===== config.mk =====
export PLATFORM = sky130hd
export DESIGN_NAME = modbus_fixed_frame_hunter
export DESIGN_NICKNAME = d
export VERILOG_FILES = /design/src/rtl/core/mffh_pkg.sv /design/src/rtl/core/mffh_front.sv /design/src/rtl/core/mffh_queue.sv /design/src/rtl/core/mffh_back.sv /design/src/rtl/core/modbus_fixed_frame_hunter.sv
export SDC_FILE = /design/constraint.sdc
export NUM_CORES = 1
export LEC_CHECK = 0
export BUFFER_PORTS_ARGS = -buffer_cell sky130_fd_sc_hd__buf_2
export CAP_MARGIN = 40
export CORE_ASPECT_RATIO = 0.8
export CORE_MARGIN = 8
export CORE_UTILIZATION = 25
export CTS_CLUSTER_SIZE = 20
export DETAILED_ROUTE_END_ITERATION = 8
export SYNTH_ARGS = -nofsm -noshare
export SYNTH_HDL_FRONTEND = slang
export SYNTH_SLANG_ARGS = --single-unit

===== constraint.sdc =====
create_clock -name clk -period 18.04 [get_ports clk]
set_clock_uncertainty 0.15 [all_clocks]
set_input_delay 5.412 -clock clk [delete_from_list [all_inputs] [get_ports clk]]
set_output_delay 5.412 -clock clk [all_outputs]
set_load 0.03 [all_outputs]

===== src/rtl/core/mffh_pkg.sv =====
// Shared types, constants and the CRC byte step for the fixed frame hunter.
// Used by every module in rtl/core; depends on nothing else.
package mffh_pkg;

  localparam int FRAME_LEN = 8;
  localparam int CRC_BYTES = 6;
  localparam int FILL_W    = $clog2(FRAME_LEN + 1);
  localparam int QDEPTH    = 4;
  localparam int QAW       = $clog2(QDEPTH);

  localparam logic [15:0] CRC_INIT = 16'hFFFF;
  localparam logic [15:0] CRC_POLY = 16'hA001;

  localparam logic [7:0] FUNC_WRITE_SINGLE = 8'h06;
  localparam logic [7:0] REG_LO_MATCH      = 8'h08;
  localparam logic [7:0] FORCED_ADDRESS    = 8'h01;
  localparam logic [7:0] ADDRESS_RESET     = 8'h01;

  // Byte 0 sits in the lowest bits.
  typedef logic [FRAME_LEN-1:0][7:0] frame_t;

  typedef struct packed {
    logic   push;
    frame_t frame;
  } q_wr_t;

  typedef struct packed {
    logic   valid;
    frame_t frame;
  } q_rd_t;

  // One byte of the reflected Modbus CRC, eight shift steps.
  function automatic logic [15:0] crc_byte(input logic [15:0] crc_in, input logic [7:0] data);
    logic [15:0] c;
    c = crc_in ^ {8'h00, data};
    for (int b = 0; b < 8; b++) begin
      if (c[0]) begin
        c = (c >> 1) ^ CRC_POLY;
      end else begin
        c = c >> 1;
      end
    end
    return c;
  endfunction

endpackage


===== src/rtl/core/mffh_front.sv =====
// Front end: holds the address register and the byte window, and queues candidate frames.
// Depends on mffh_pkg.
module mffh_front (
  input  logic                 clk,
  input  logic                 rst,
  input  logic                 cfg_we,
  input  logic [7:0]           cfg_data,
  input  logic                 s_tvalid,
  output logic                 s_tready,
  input  logic [7:0]           s_tdata,   // data_byte[7:0]
  input  logic [0:0]           s_tuser,   // buffer_start[0]
  input  logic                 q_full,
  output mffh_pkg::q_wr_t      q_wr
);
  import mffh_pkg::*;

  logic [7:0]        slave_address;
  frame_t            window;
  frame_t            window_next;
  logic [FILL_W-1:0] fill;
  logic [FILL_W-1:0] fill_next;
  logic              accept;
  logic              start;
  frame_t            cand;

  assign s_tready = !q_full;
  assign accept   = s_tvalid && s_tready;
  assign start    = s_tuser[0];

  always_comb begin
    for (int i = 0; i < FRAME_LEN - 1; i++) begin
      window_next[i] = start ? 8'h00 : window[i+1];
    end
    window_next[FRAME_LEN-1] = s_tdata;
    if (start) begin
      fill_next = FILL_W'(1);
    end else if (fill < FILL_W'(FRAME_LEN)) begin
      fill_next = fill + FILL_W'(1);
    end else begin
      fill_next = fill;
    end
  end

  // A write-single request to register low byte 0x08 is taken as broadcast to address 1.
  always_comb begin
    cand = window_next;
    if (window_next[1] == FUNC_WRITE_SINGLE && window_next[3] == REG_LO_MATCH) begin
      cand[0] = FORCED_ADDRESS;
    end
  end

  assign q_wr.push  = accept && fill_next == FILL_W'(FRAME_LEN)
                      && window_next[0] == slave_address;
  assign q_wr.frame = cand;

  always_ff @(posedge clk) begin
    if (rst) begin
      slave_address <= ADDRESS_RESET;
      window        <= '0;
      fill          <= '0;
    end else begin
      if (cfg_we) begin
        slave_address <= cfg_data;
      end
      if (accept) begin
        window <= window_next;
        fill   <= fill_next;
      end
    end
  end

endmodule


===== src/rtl/core/mffh_queue.sv =====
// Short candidate queue between the front end and the CRC pipeline.
// Depends on mffh_pkg.
module mffh_queue (
  input  logic            clk,
  input  logic            rst,
  input  mffh_pkg::q_wr_t wr,
  output logic            full,
  output mffh_pkg::q_rd_t rd,
  input  logic            rd_ready
);
  import mffh_pkg::*;

  frame_t          entries [QDEPTH];
  logic [QAW-1:0]  wptr;
  logic [QAW-1:0]  rptr;
  logic [QAW:0]    count;
  logic            pop;

  assign full     = count == (QAW+1)'(QDEPTH);
  assign rd.valid = count != '0;
  assign rd.frame = entries[rptr];
  assign pop      = rd.valid && rd_ready;

  always_ff @(posedge clk) begin
    if (rst) begin
      wptr  <= '0;
      rptr  <= '0;
      count <= '0;
    end else begin
      if (wr.push) begin
        wptr <= wptr + QAW'(1);
      end
      if (pop) begin
        rptr <= rptr + QAW'(1);
      end
      unique case ({wr.push, pop})
        2'b10:   count <= count + (QAW+1)'(1);
        2'b01:   count <= count - (QAW+1)'(1);
        default: count <= count;
      endcase
    end
  end

  always_ff @(posedge clk) begin
    if (wr.push) begin
      entries[wptr] <= wr.frame;
    end
  end

  a_no_push_when_full: assert property (@(posedge clk) disable iff (rst)
    full |-> !wr.push) else $error("push into a full candidate queue");

endmodule


===== src/rtl/core/mffh_back.sv =====
// Back end: CRC pipeline, one frame byte per stage, then match check and output register.
// Depends on mffh_pkg.
module mffh_back (
  input  logic            clk,
  input  logic            rst,
  input  mffh_pkg::q_rd_t q_rd,
  output logic            q_ready,
  output logic            m_tvalid,
  input  logic            m_tready,
  output logic [63:0]     m_tdata    // frame_b0[7:0] .. frame_b7[63:56], b0 lowest
);
  import mffh_pkg::*;

  logic [CRC_BYTES-1:0] vld;
  logic [CRC_BYTES-1:0] free;
  frame_t               frm [CRC_BYTES];
  logic [15:0]          crc [CRC_BYTES];
  logic                 match;
  logic                 out_free;
  logic                 out_vld;
  frame_t               out_frame;

  assign out_free = !out_vld || m_tready;
  assign match    = crc[CRC_BYTES-1] == {frm[CRC_BYTES-1][7], frm[CRC_BYTES-1][6]};

  // A stage can take new data when empty or when its content moves on; a failing
  // frame in the last stage is simply dropped.
  always_comb begin
    free[CRC_BYTES-1] = !vld[CRC_BYTES-1] || !match || out_free;
    for (int k = CRC_BYTES - 2; k >= 0; k--) begin
      free[k] = !vld[k] || free[k+1];
    end
  end

  assign q_ready  = free[0];
  assign m_tvalid = out_vld;
  assign m_tdata  = out_frame;

  always_ff @(posedge clk) begin
    if (rst) begin
      vld     <= '0;
      out_vld <= 1'b0;
    end else begin
      if (free[0]) begin
        vld[0] <= q_rd.valid;
      end
      for (int k = 1; k < CRC_BYTES; k++) begin
        if (free[k]) begin
          vld[k] <= vld[k-1];
        end
      end
      if (out_free) begin
        out_vld <= vld[CRC_BYTES-1] && match;
      end
    end
  end

  always_ff @(posedge clk) begin
    if (free[0]) begin
      frm[0] <= q_rd.frame;
      crc[0] <= crc_byte(CRC_INIT, q_rd.frame[0]);
    end
    for (int k = 1; k < CRC_BYTES; k++) begin
      if (free[k]) begin
        frm[k] <= frm[k-1];
        crc[k] <= crc_byte(crc[k-1], frm[k-1][k]);
      end
    end
    if (out_free) begin
      out_frame <= frm[CRC_BYTES-1];
    end
  end

  a_pop_fills_stage0: assert property (@(posedge clk) disable iff (rst)
    q_rd.valid && q_ready |=> vld[0]) else $error("popped frame lost before stage 0");

  a_last_stage_holds: assert property (@(posedge clk) disable iff (rst)
    vld[CRC_BYTES-1] && match && !out_free |=> vld[CRC_BYTES-1]
    && $stable(frm[CRC_BYTES-1])) else $error("matching frame lost while output stalled");

  a_out_holds: assert property (@(posedge clk) disable iff (rst)
    out_vld && !m_tready |=> out_vld && $stable(out_frame))
    else $error("output frame changed while stalled");

  a_out_crc_ok: assert property (@(posedge clk) disable iff (rst)
    !out_vld && vld[CRC_BYTES-1] && !match |=> !out_vld)
    else $error("frame with bad CRC reached the output");

endmodule


===== src/rtl/core/modbus_fixed_frame_hunter.sv =====
// Top level of the fixed-length Modbus RTU frame hunter.
// Instantiates mffh_front, mffh_queue and mffh_back; depends on mffh_pkg.
//
//   channel | dir | handshake          | payload
//   s_*     | in  | s_tvalid/s_tready  | s_tdata = data_byte, s_tuser = buffer_start
//   m_*     | out | m_tvalid/m_tready  | m_tdata = frame_b0..frame_b7, b0 lowest
//   cfg_*   | in  | cfg_we             | cfg_data = slave_address
//
// One byte is accepted per cycle; s_tready drops only while the 4-entry candidate queue is full.
// A matching frame goes from the queue write into stage 0, on through the six CRC stages, and then
// into the output register, which raises m_tvalid.
// rst is synchronous: window, fill count and queue clear, slave_address returns to 1.
// A stalled m_tready backs up the CRC stages and then the queue; the window keeps running
// until the queue fills.
module modbus_fixed_frame_hunter (
  input  logic        clk,
  input  logic        rst,
  input  logic        cfg_we,
  input  logic [7:0]  cfg_data,
  input  logic        s_tvalid,
  output logic        s_tready,
  input  logic [7:0]  s_tdata,    // data_byte[7:0]
  input  logic [0:0]  s_tuser,    // buffer_start[0]
  output logic        m_tvalid,
  input  logic        m_tready,
  output logic [63:0] m_tdata     // frame_b0[7:0], frame_b1[15:8], ... frame_b7[63:56]
);
  import mffh_pkg::*;

  q_wr_t q_wr;
  q_rd_t q_rd;
  logic  q_full;
  logic  q_ready;

  mffh_front u_front (
    .clk      (clk),
    .rst      (rst),
    .cfg_we   (cfg_we),
    .cfg_data (cfg_data),
    .s_tvalid (s_tvalid),
    .s_tready (s_tready),
    .s_tdata  (s_tdata),
    .s_tuser  (s_tuser),
    .q_full   (q_full),
    .q_wr     (q_wr)
  );

  mffh_queue u_queue (
    .clk      (clk),
    .rst      (rst),
    .wr       (q_wr),
    .full     (q_full),
    .rd       (q_rd),
    .rd_ready (q_ready)
  );

  mffh_back u_back (
    .clk      (clk),
    .rst      (rst),
    .q_rd     (q_rd),
    .q_ready  (q_ready),
    .m_tvalid (m_tvalid),
    .m_tready (m_tready),
    .m_tdata  (m_tdata)
  );

endmodule


---- After elaboration in Yosys (flattened, before gate mapping) ----
Memories as Yosys holds them, arrays and structs flattened. A register that Yosys moved wholly into a read port is not among the register bits.
Index checks and enable logic that the tools add are counted.
W data, S select, Z words.
storage, ports and cells
  register bits after elaboration ......... 146
  bits in writable memories ............... 736
  output and inout port bits .............. 66
  memories ................................ 3
  logic and storage cells ................. 246
  bits of input ports ..................... 22
memory list
  memory           depth  bits a word  rd ports  clocked after Yosys merged registers in  wr ports  RTL line          text
  u_back.frm       6      64           6         0                                        6         mffh_back.sv:16   frame_t frm [CRC_BYTES];
  u_queue.entries  4      64           1         1                                        1         mffh_queue.sv:13  frame_t entries [QDEPTH];
  u_back.crc       6      16           6         0                                        6         mffh_back.sv:17   logic [15:0] crc [CRC_BYTES];
operators by class
  $lt $le $gt $ge ......................... 1
  eq/ne operators ......................... 8
  muxes and demuxes ....................... 123
  reductions and logical operators ........ 25
  bitwise operators ....................... 54
  add/subtract/negate cells ............... 5
operators with widths
  kind                   number
  $mux W16               96
  $not A2 Y3             48
  $xor A16 B8 Y16        5
  $mux W8                8
  $eq A16 B16 Y1         1
  $not A8 Y16            1
  $mux W1                14
  $logic_not A1 Y1       9
  $eq A8 B3 Y1 const B   1
  $eq A8 B4 Y1 const B   1
  $eq A8 B8 Y1           1
  $logic_or A1 B1 Y1     8
  $mux W4                2
  $logic_and A1 B1 Y1    6
  $pmux W3 S2            1
  $add A2 B1 Y2 const B  2
  $add A4 B1 Y4 const B  1
  $eq A4 B4 Y1 const B   1
  $lt A4 B4 Y1 const B   1
  $mux W2                2
  $add A3 B1 Y3 const B  1
  $eq A3 B3 Y1 const B   1
  $reduce_bool A3 Y1     1
  $sub A3 B1 Y3 const B  1
  3 further kinds        3

---- Longest topological paths before layout ----
Gate-level depths: netlist of the first run.
  depth after elaboration ................. 31
  mapped depth ............................ 13
  mapped depth without buffers ............ 12

---- Hierarchy ----
A second synthesis of the first run with hierarchy kept.
unflattened totals
  cells, all modules ...................... 1,492
  area total of the unflattened synthesis .. 30,685.7 um2
by module, submodules not included
  module      cells each  area an instance (um2)  instances  seq. area each (um2)
  mffh_back   709         17,797.1                1          16,295.6
  mffh_queue  382         9,759.4                 1          7,867.5
  mffh_front  401         3,129.3                 1          1,361.3

---- Worst setup path after synthesis of the first run ----
No wires, ideal clock.
  kind .................................... input port to flip-flop
  start ................................... in m_tready
  end ..................................... mem u_back.crc[2][0] (enable)
  data required time ...................... 17.269 ns
  setup slack ............................. 6.922 ns
  path buffers ............................ 0
  library setup time ...................... 0.621 ns
  stages on the path ...................... 3
  arrival time ............................ 10.346 ns
  cell sequence ........................... nor2b_1 nand4_1 or4_1
RTL lines
  item         RTL line                         text
  from (decl)  modbus_fixed_frame_hunter.sv:25  input logic m_tready,
  to (decl)    mffh_back.sv:17

---- Final worst setup path of the first run ----
  start ................................... in s_tvalid
  end ..................................... mem u_queue.entries[1][50] in the netlist's numbering (enable)
on the way
  word-level cells in the longest chain between the ends .. 5
ends and longest elaborated chain
  item                           RTL line                         text
  from (decl)                    modbus_fixed_frame_hunter.sv:20  input logic s_tvalid,
  $logic_and A1 B1 Y1            mffh_front.sv:27                 assign accept = s_tvalid && s_tready;
  $logic_and A1 B1 Y1            mffh_front.sv:52                 assign q_wr.push = accept && fill_next == FILL_W'(FRAME_LEN)
  $logic_and A1 B1 Y1            mffh_front.sv:53                 && window_next[0] == slave_address;
  $mux W1                        mffh_queue.sv:45                 if (wr.push) begin
  $mux W1 (implied by the code)  mffh_queue.sv:46                 entries[wptr] <= wr.frame;
  to (decl)                      mffh_queue.sv:13
No other way between the ends.

==> results summary, run 1 <==
The synthesized netlist occupies a cell area of 30300 um2. After detailed routing, the average wire length per cell comes to 16.1 um. The slew at the pin closest to its max-slew limit came out at 878 ps. The largest net degree at the start of global routing is 73.

The via count of the first global-routing pass is 13400. The fmax came out at 0.126 GHz. In this run the worst hold path is classified as register to register. The core outline area came out at 121000 um2. Clock latency on the worst-skew pair, taken at its later pin, is 640 ps. The TritonCTS clock tree is yes. At the worst endpoint, the required time is 18150 ps.

The flow ran to the end, and the final reports show no timing, DRC or antenna violations. The count of cell types in the netlist came out at 49. The final worst-path cycle share is 0.439. After clock tree synthesis, the repair step resized 0 gates.

The DRC violation count after routing came out at 0. Clock-pin slew was measured on the worst setup and hold paths at 60 ps. The share of final-layout standard cells stronger than drive strength 1 came out at 0.190. In the final design database the tool counted 1674 nets.

The number of pins with negative max-slew slack in the final report came out at 0. The chip height came out at 327 um. The count of standard-cell rows is 114. The layout filler cell count came out at 11600. The width of the die is 405 um. The number of buffers added on ports is 87. The flop and latch count out of synthesis came out at 878. The synthesized instance count is 1487. The async set or reset register ratio after synthesis came out at 0. The number of nets in the synthesized netlist is 1516. After detailed routing, the number of vias per cell comes to 3.87. The clock period minus final worst setup slack came out at 7920 ps. The global placer's final weighted congestion is 0.728.

The maximum net fanout on the critical path came out at 35. The most used flip-flop cell after synthesis is edfxtp_1. The ratio of total power to cell area is 113 nW/um2. The critical path endpoint category is a register. The die footprint came out at 133000 um2.

The wire length after detailed routing came out at 53600 um. The CTS buffer count came out at 85. The initial antenna violation count came out at 5. In this run, the number of DRC markers left after iteration 0 of detailed routing was 897.

The kind of critical path is input pin to register. The worst path meets setup with 10120 ps of slack. The first global-routing pass estimated 81700 um of wire. The global route total overflow is 0. OpenSTA, run right after detailed placement, puts the worst setup slack at 9450 ps. The cell sitting at the root of the clock tree is a clkbuf_16. The first detailed-routing pass took 5 iterations. The overall fraction of global-route tracks in use came out at 0.0787. The clock tree buffer depth came out at 3. Leaving out fill and tap cells, the most frequent cell in the layout is edfxtp_1. The initial cell density of the core is 0.252. Leaving out fill and tap cells, the most frequent cells in the layout are edfxtp_1 (794), nand2_1 (116), clkbuf_16 (88). The worst setup path is launched from an input pin. The count of final setup violators came out at 0.

The share of the yosys chip area belonging to registers came out at 0.842. The total number of vias came out at 12900. Across the VDD grid, the largest voltage drop is 0.0689 mV. Setup repair after global routing left no endpoint under its margin. The tree built by TritonCTS fans out to 878 sinks.

The CTS H-tree depth is 3. The detail route stage leaves a number of antenna-violating nets equal to 0. After routing, the total negative slack on setup checks comes to 0 ps. The number of max-cap violations came out at 0.

The post-DP HPWL came out at 35100 um. For this design the static power due to leakage is 0.0119 uW. The average cell area after synthesis is 20.4 um2. Yosys printed 0 warnings. The hold-fix buffer count after cts came out at 0. For this design the top-level I/O count stands at 88. Measured against its own limit, the worst slew margin works out to 0.415.

The number of setup buffers added after CTS came out at 0. The number of enable flip-flop cells after synthesis is 794. The final-report hold violation count is 0. The data arrival time of the critical path came out at 8030 ps.

The area overhead of the layout relative to synthesis is 18.8%.
## worst paths after layout
kind | startpoint | endpoint | slack [ps] | cells past startpoint
worst max-delay path | s_tvalid | u_queue.entries[1][50]$_DFFE_PP_ | 10120 | 6
worst min-delay path | u_back.frm[5][2]$_DFFE_PP_ | u_back.m_tdata[2]$_DFFE_PP_ | 260 | 0
worst max register to register | u_queue.count[1]$_SDFFE_PP0P_ | u_queue.entries[1][50]$_DFFE_PP_ | 14260 | 6
worst min register to register | u_back.frm[5][2]$_DFFE_PP_ | u_back.m_tdata[2]$_DFFE_PP_ | 260 | 0
## state kept, by name (all words and copies together) (netlist names), 3 cells and up, named ones only
name / cells
u_back.frm: 384
u_queue.entries: 256
u_back.crc: 90
u_back.m_tdata: 64
u_front.window: 56
u_front.slave_address: 8
u_back.vld: 6
u_front.fill: 4
u_queue.count: 3
## area by class of cell
cell class / instances / area, um2 / area share
flip-flops and latches: 878 / 25500 / 0.709
clock inverters: 53 / 696 / 0.0193
multi-input cells: 547 / 4570 / 0.127
repair buffers: 114 / 868 / 0.0241
diodes: 1 / 2.50 / 0.0000695
clock buffers: 102 / 2250 / 0.0626
inverters: 19 / 71.3 / 0.00198
well taps: 1624 / 2030 / 0.0564
## synthesized netlist by cell type (4+ instances only)
cell / number / area (um2)
dfxtp_1: 84 / 1680
a21oi_1: 70 / 350
clkbuf_1: 30 / 113
inv_1: 18 / 67.6
xor2_1: 51 / 447
nand4_1: 5 / 31.3
nand2_1: 117 / 439
o21ai_0: 5 / 25.0
nor4_1: 5 / 31.3
a31oi_1: 4 / 25.0
buf_2: 9 / 45.0
ha_1: 6 / 75.1
nor2_1: 21 / 78.8
nor2b_1: 52 / 325
xnor2_1: 85 / 744
edfxtp_1: 794 / 23800
and2_1: 12 / 75.1
mux2i_1: 8 / 80.1
nor3_1: 4 / 20.0
mux4_2: 64 / 1440
## per-layer routing
| metal | wire, um | track usage |
|---|---|---|
| met5 | 21 | 0 |
| met4 | 1170 | 0.0243 |
| met3 | 2660 | 0.0185 |
| met2 | 24100 | 0.120 |
| met1 | 25600 | 0.111 |
## worst max-delay path, cell delays in order
cell,delay (ps)
buf_2,100
nand2_2,330
a2111oi_0,390
and4_1,430
and2_2,760
buf_4,580
## per-stage QoR
stage | hold slack [ps] | total power (uW) | cell area (um2) | util | std cells
floorplan | 250 | 2250 | 30300 | - | 1487
global placement | 255 | 2260 | 32700 | 0.272 | 3169
detailed placement | 255 | 2260 | 33000 | 0.274 | 3181
CTS | 255 | 4120 | 36000 | 0.299 | 3336
global route | 265 | 4200 | 36000 | 0.299 | 3338
finish | 257 | 4060 | 36000 | 0.299 | 3338
## power breakdown
group / internal [uW] / total (uW) / switching (uW)
clock: 1100 / 1850 / 746
combinational: 7.73 / 24.5 / 16.8
sequential: 2190 / 2190 / 3.08
## cell families (layout without fill, tap and decap cells)
kind of cell             after synthesis  in the layout  synth area share
flip-flops                           878            878             0.842
adder cells (fa/ha/maj)                7              7           0.00314
multiplexers                          75             75            0.0513
other                                  0              1                 0
XOR/XNOR                             140            140            0.0417
AND/OR/NAND/NOR                      236            236            0.0378
AO/OA/AOI/OAI                         89             89            0.0159
buffers and inverters                 62            288           0.00829
Note: power is estimated with default switching activity, not from simulation.
==> run 2, diff against run 1 <==
Clock period 18.04 ns to 8.2 ns, I/O delays scaled along.
==> run 2 against run 1 <==
Compared with the run above: routed wire length about the same; sequential cell count unchanged; setup slack got worse by 6900 ps; largest power group unchanged.
==> results summary, run 2 (same netlist as run 1, synthesis figures left out) <==
The run finished with clean final reports. The internal portion of total power came out at 7050 uW (+110%). Clock tree synthesis selected as its root buffer the cell clkbuf_16.

The area overhead of the layout relative to synthesis came out at 18.2%. The largest registers in the layout are u_back.frm (384), u_queue.entries (256), u_back.crc (90). The CTS H-tree depth is 3 (unchanged).

The core outline area is 121000 um2 (unchanged). The signal on the critical path passes through buf_2 > nand2_2 > buf_12 > a2111oi_0 > and4_1 > and2_2 > buf_4. The TritonCTS sink count is 878 (unchanged). The clock tree buffer depth is 3 (unchanged). The count of TritonRoute iterations in the first routing pass came out at 5 (unchanged). The width of the die came out at 405 um (unchanged). TritonCTS built the clock tree. The clock period minus final worst setup slack came out at 5030 ps. Among all stages on the critical path, the largest delay is contributed by and2_2.

The data arrival time of the critical path is 5150 ps (-2880 ps). The clock latency reported for the late side of the worst-skew pair was 680 ps (+40 ps). The number of setup buffers added after CTS is 0 (unchanged). The type of origin of the critical path is an input pin. The DRC violation count after routing came to 0 (unchanged). Setup repair after global routing left no endpoint under its margin. The initial antenna violation count is 4 (-1). The logic depth of the worst register-to-register path is 7 (+1).

The detail-routed via count per cell is 3.86 (-0.24%). The maximum vdd drop is 0.154 mV (+120%). The largest net degree at the start of global routing is 73 (unchanged).

The via count of the first global-routing pass is 13200 (-1.3%). The number of flip-flops under the largest register name is 384 (unchanged). The max-slew headroom at the worst pin is 0.413 (-0.00116). The chip height was 327 um (unchanged). The number of nets at the end of the flow is 1671 (-0.18%).

The aggregate negative setup slack came to 0 ps (unchanged). The global placer's final weighted congestion is 0.732 (+0.65%). The count of standard-cell rows was 114 (unchanged). The CTS buffer count came out at 84 (-1.2%). The register clock-pin slew on the reported worst setup and hold paths is 70 ps (about the same). The end-of-flow core utilization came to 0.297 (-0.00147). The worst stage delay on the critical path is 740 ps (-20 ps). The power share of the sequential group came out at 0.550 (+0.011). The worst hold path belongs to the class register to register. The count of final setup violators came to 0 (unchanged).

The worst setup path is captured at a register. The initial cell density of the core came out at 0.252 (unchanged). The final-report hold violation count was 0 (unchanged). The total power is 8770 uW (+120%).

The detail-routed net length per standard cell came out at 16.1 um (+0.12%). The maximum net fanout on the critical path came out at 42 (+20%). The switching share of total power is 0.196 (+0.00750). The library cell used most frequently in the layout, excluding fill and tap cells, is edfxtp_1. The total number of vias came out at 12900 (-0.30%).

In this run the worst setup path begins at s_tvalid. The post-DP HPWL is 35400 um (+0.73%). The slew at the pin closest to its max-slew limit was 880 ps (+1.75 ps). The leakage power was 0.0118 uW (-0.96%).

The share of total power in combinational logic is 0.006 (about the same). The net load switching power was 1720 uW (+120%). In the layout the commonest cells are edfxtp_1 (794), nand2_1 (116), buf_2 (87). In this run the critical register-to-register path is launched from u_queue.count[2]$_SDFFE_PP0P_. The number of gates resized after CTS came out at 0 (unchanged). The number of max-cap violations is 0 (unchanged). The number of I/O pins came out at 88 (unchanged).

The final worst-path cycle share came out at 0.613. The register bank with the most flops is u_back.frm. The startpoint identified for the worst hold timing path is u_back.frm[2][59]$_DFFE_PP_.

The remaining antenna violation count is 0 (unchanged). The wire length after detailed routing came out at 53600 um (about the same). The ratio of total power to cell area came out at 245 nW/um2 (+120%). The die footprint came out at 133000 um2 (unchanged). The number of inserted diodes is 0 (-1). Timing would allow up to 0.199 GHz. The first-pass GRT wire length is 81600 um (-0.12%). The hold-fix buffer count after cts was 0 (unchanged). The share of final-layout standard cells stronger than drive strength 1 came out at 0.187 (-0.00339). The number of buffers added on ports came out at 87 (unchanged). The overall fraction of global-route tracks in use is 0.0792 (+0.000490). The number of pins with negative max-slew slack in the final report came out at 0 (unchanged). The number of DRC markers in iteration 0 came out at 1219 (+36%). The kind of critical path is input pin to register. The global route total overflow is 0 (unchanged).

The part of the power in the clock network came out at 0.444 (-0.011). The number of cells traversed by the worst hold path is 0 (unchanged). The required time reported for the critical path endpoint is 8320 ps (-9830 ps).
run 2: metal layers:
metal  global-route usage  up-vias  routed length [um]
li1                     -     5994                   -
met1                0.113     6513               25700
met2                0.118      284               23600
met3               0.0203       86                3170
met4               0.0252        4                1090
met5                    0        -                  26
run 2: through the flow:
| step | instance area (um2) | worst slack, ps | hold WS (ps) | std cells |
|---|---|---|---|---|
| global route | 35800 | 2940 | 237 | 3336 |
| floorplan | 30300 | 34.3 | 250 | 1487 |
| global placement | 32700 | 2060 | 255 | 3169 |
| detailed placement | 33000 | 2370 | 255 | 3178 |
| finish | 35800 | 3170 | 231 | 3336 |
| CTS | 35800 | 3070 | 222 | 3334 |
run 2: worst max-delay path, delay by kind of cell:
family,cells,cell delay [ps]
AOI/OAI and AO/OA,1,290
and+or+nand+nor,3,1410
buffers and inverters,3,960
run 2: layout make-up:
class	instances	area [um2]
clock buffers	102	2180
clock inverters	54	658
fillers	11600	84700
inverters	19	71.3
multi-input cells	547	4570
flip-flops and latches	878	25500
well taps	1624	2030
repair buffers	112	806
run 2: power groups by stage:
| stage | Combinational [uW] | Clock [uW] | Sequential, uW |
|---|---|---|---|
| floorplan | 33.6 | 0 | 4910 |
| global placement | 47.9 | 0 | 4920 |
| detailed placement | 54.0 | 0 | 4920 |
| CTS | 54.0 | 4000 | 4820 |
| global route | 59.7 | 4180 | 4820 |
| finish | 53.7 | 3890 | 4820 |
run 2: final timing paths:
| check | endpoint | slack (ps) |
|---|---|---|
| worst max-delay path | u_queue.entries[2][40]$_DFFE_PP_ | 3170 |
| worst min-delay path | u_back.frm[3][59]$_DFFE_PP_ | 230 |
| worst max register to register | u_queue.entries[2][40]$_DFFE_PP_ | 4410 |
| worst min register to register | u_back.frm[3][59]$_DFFE_PP_ | 230 |
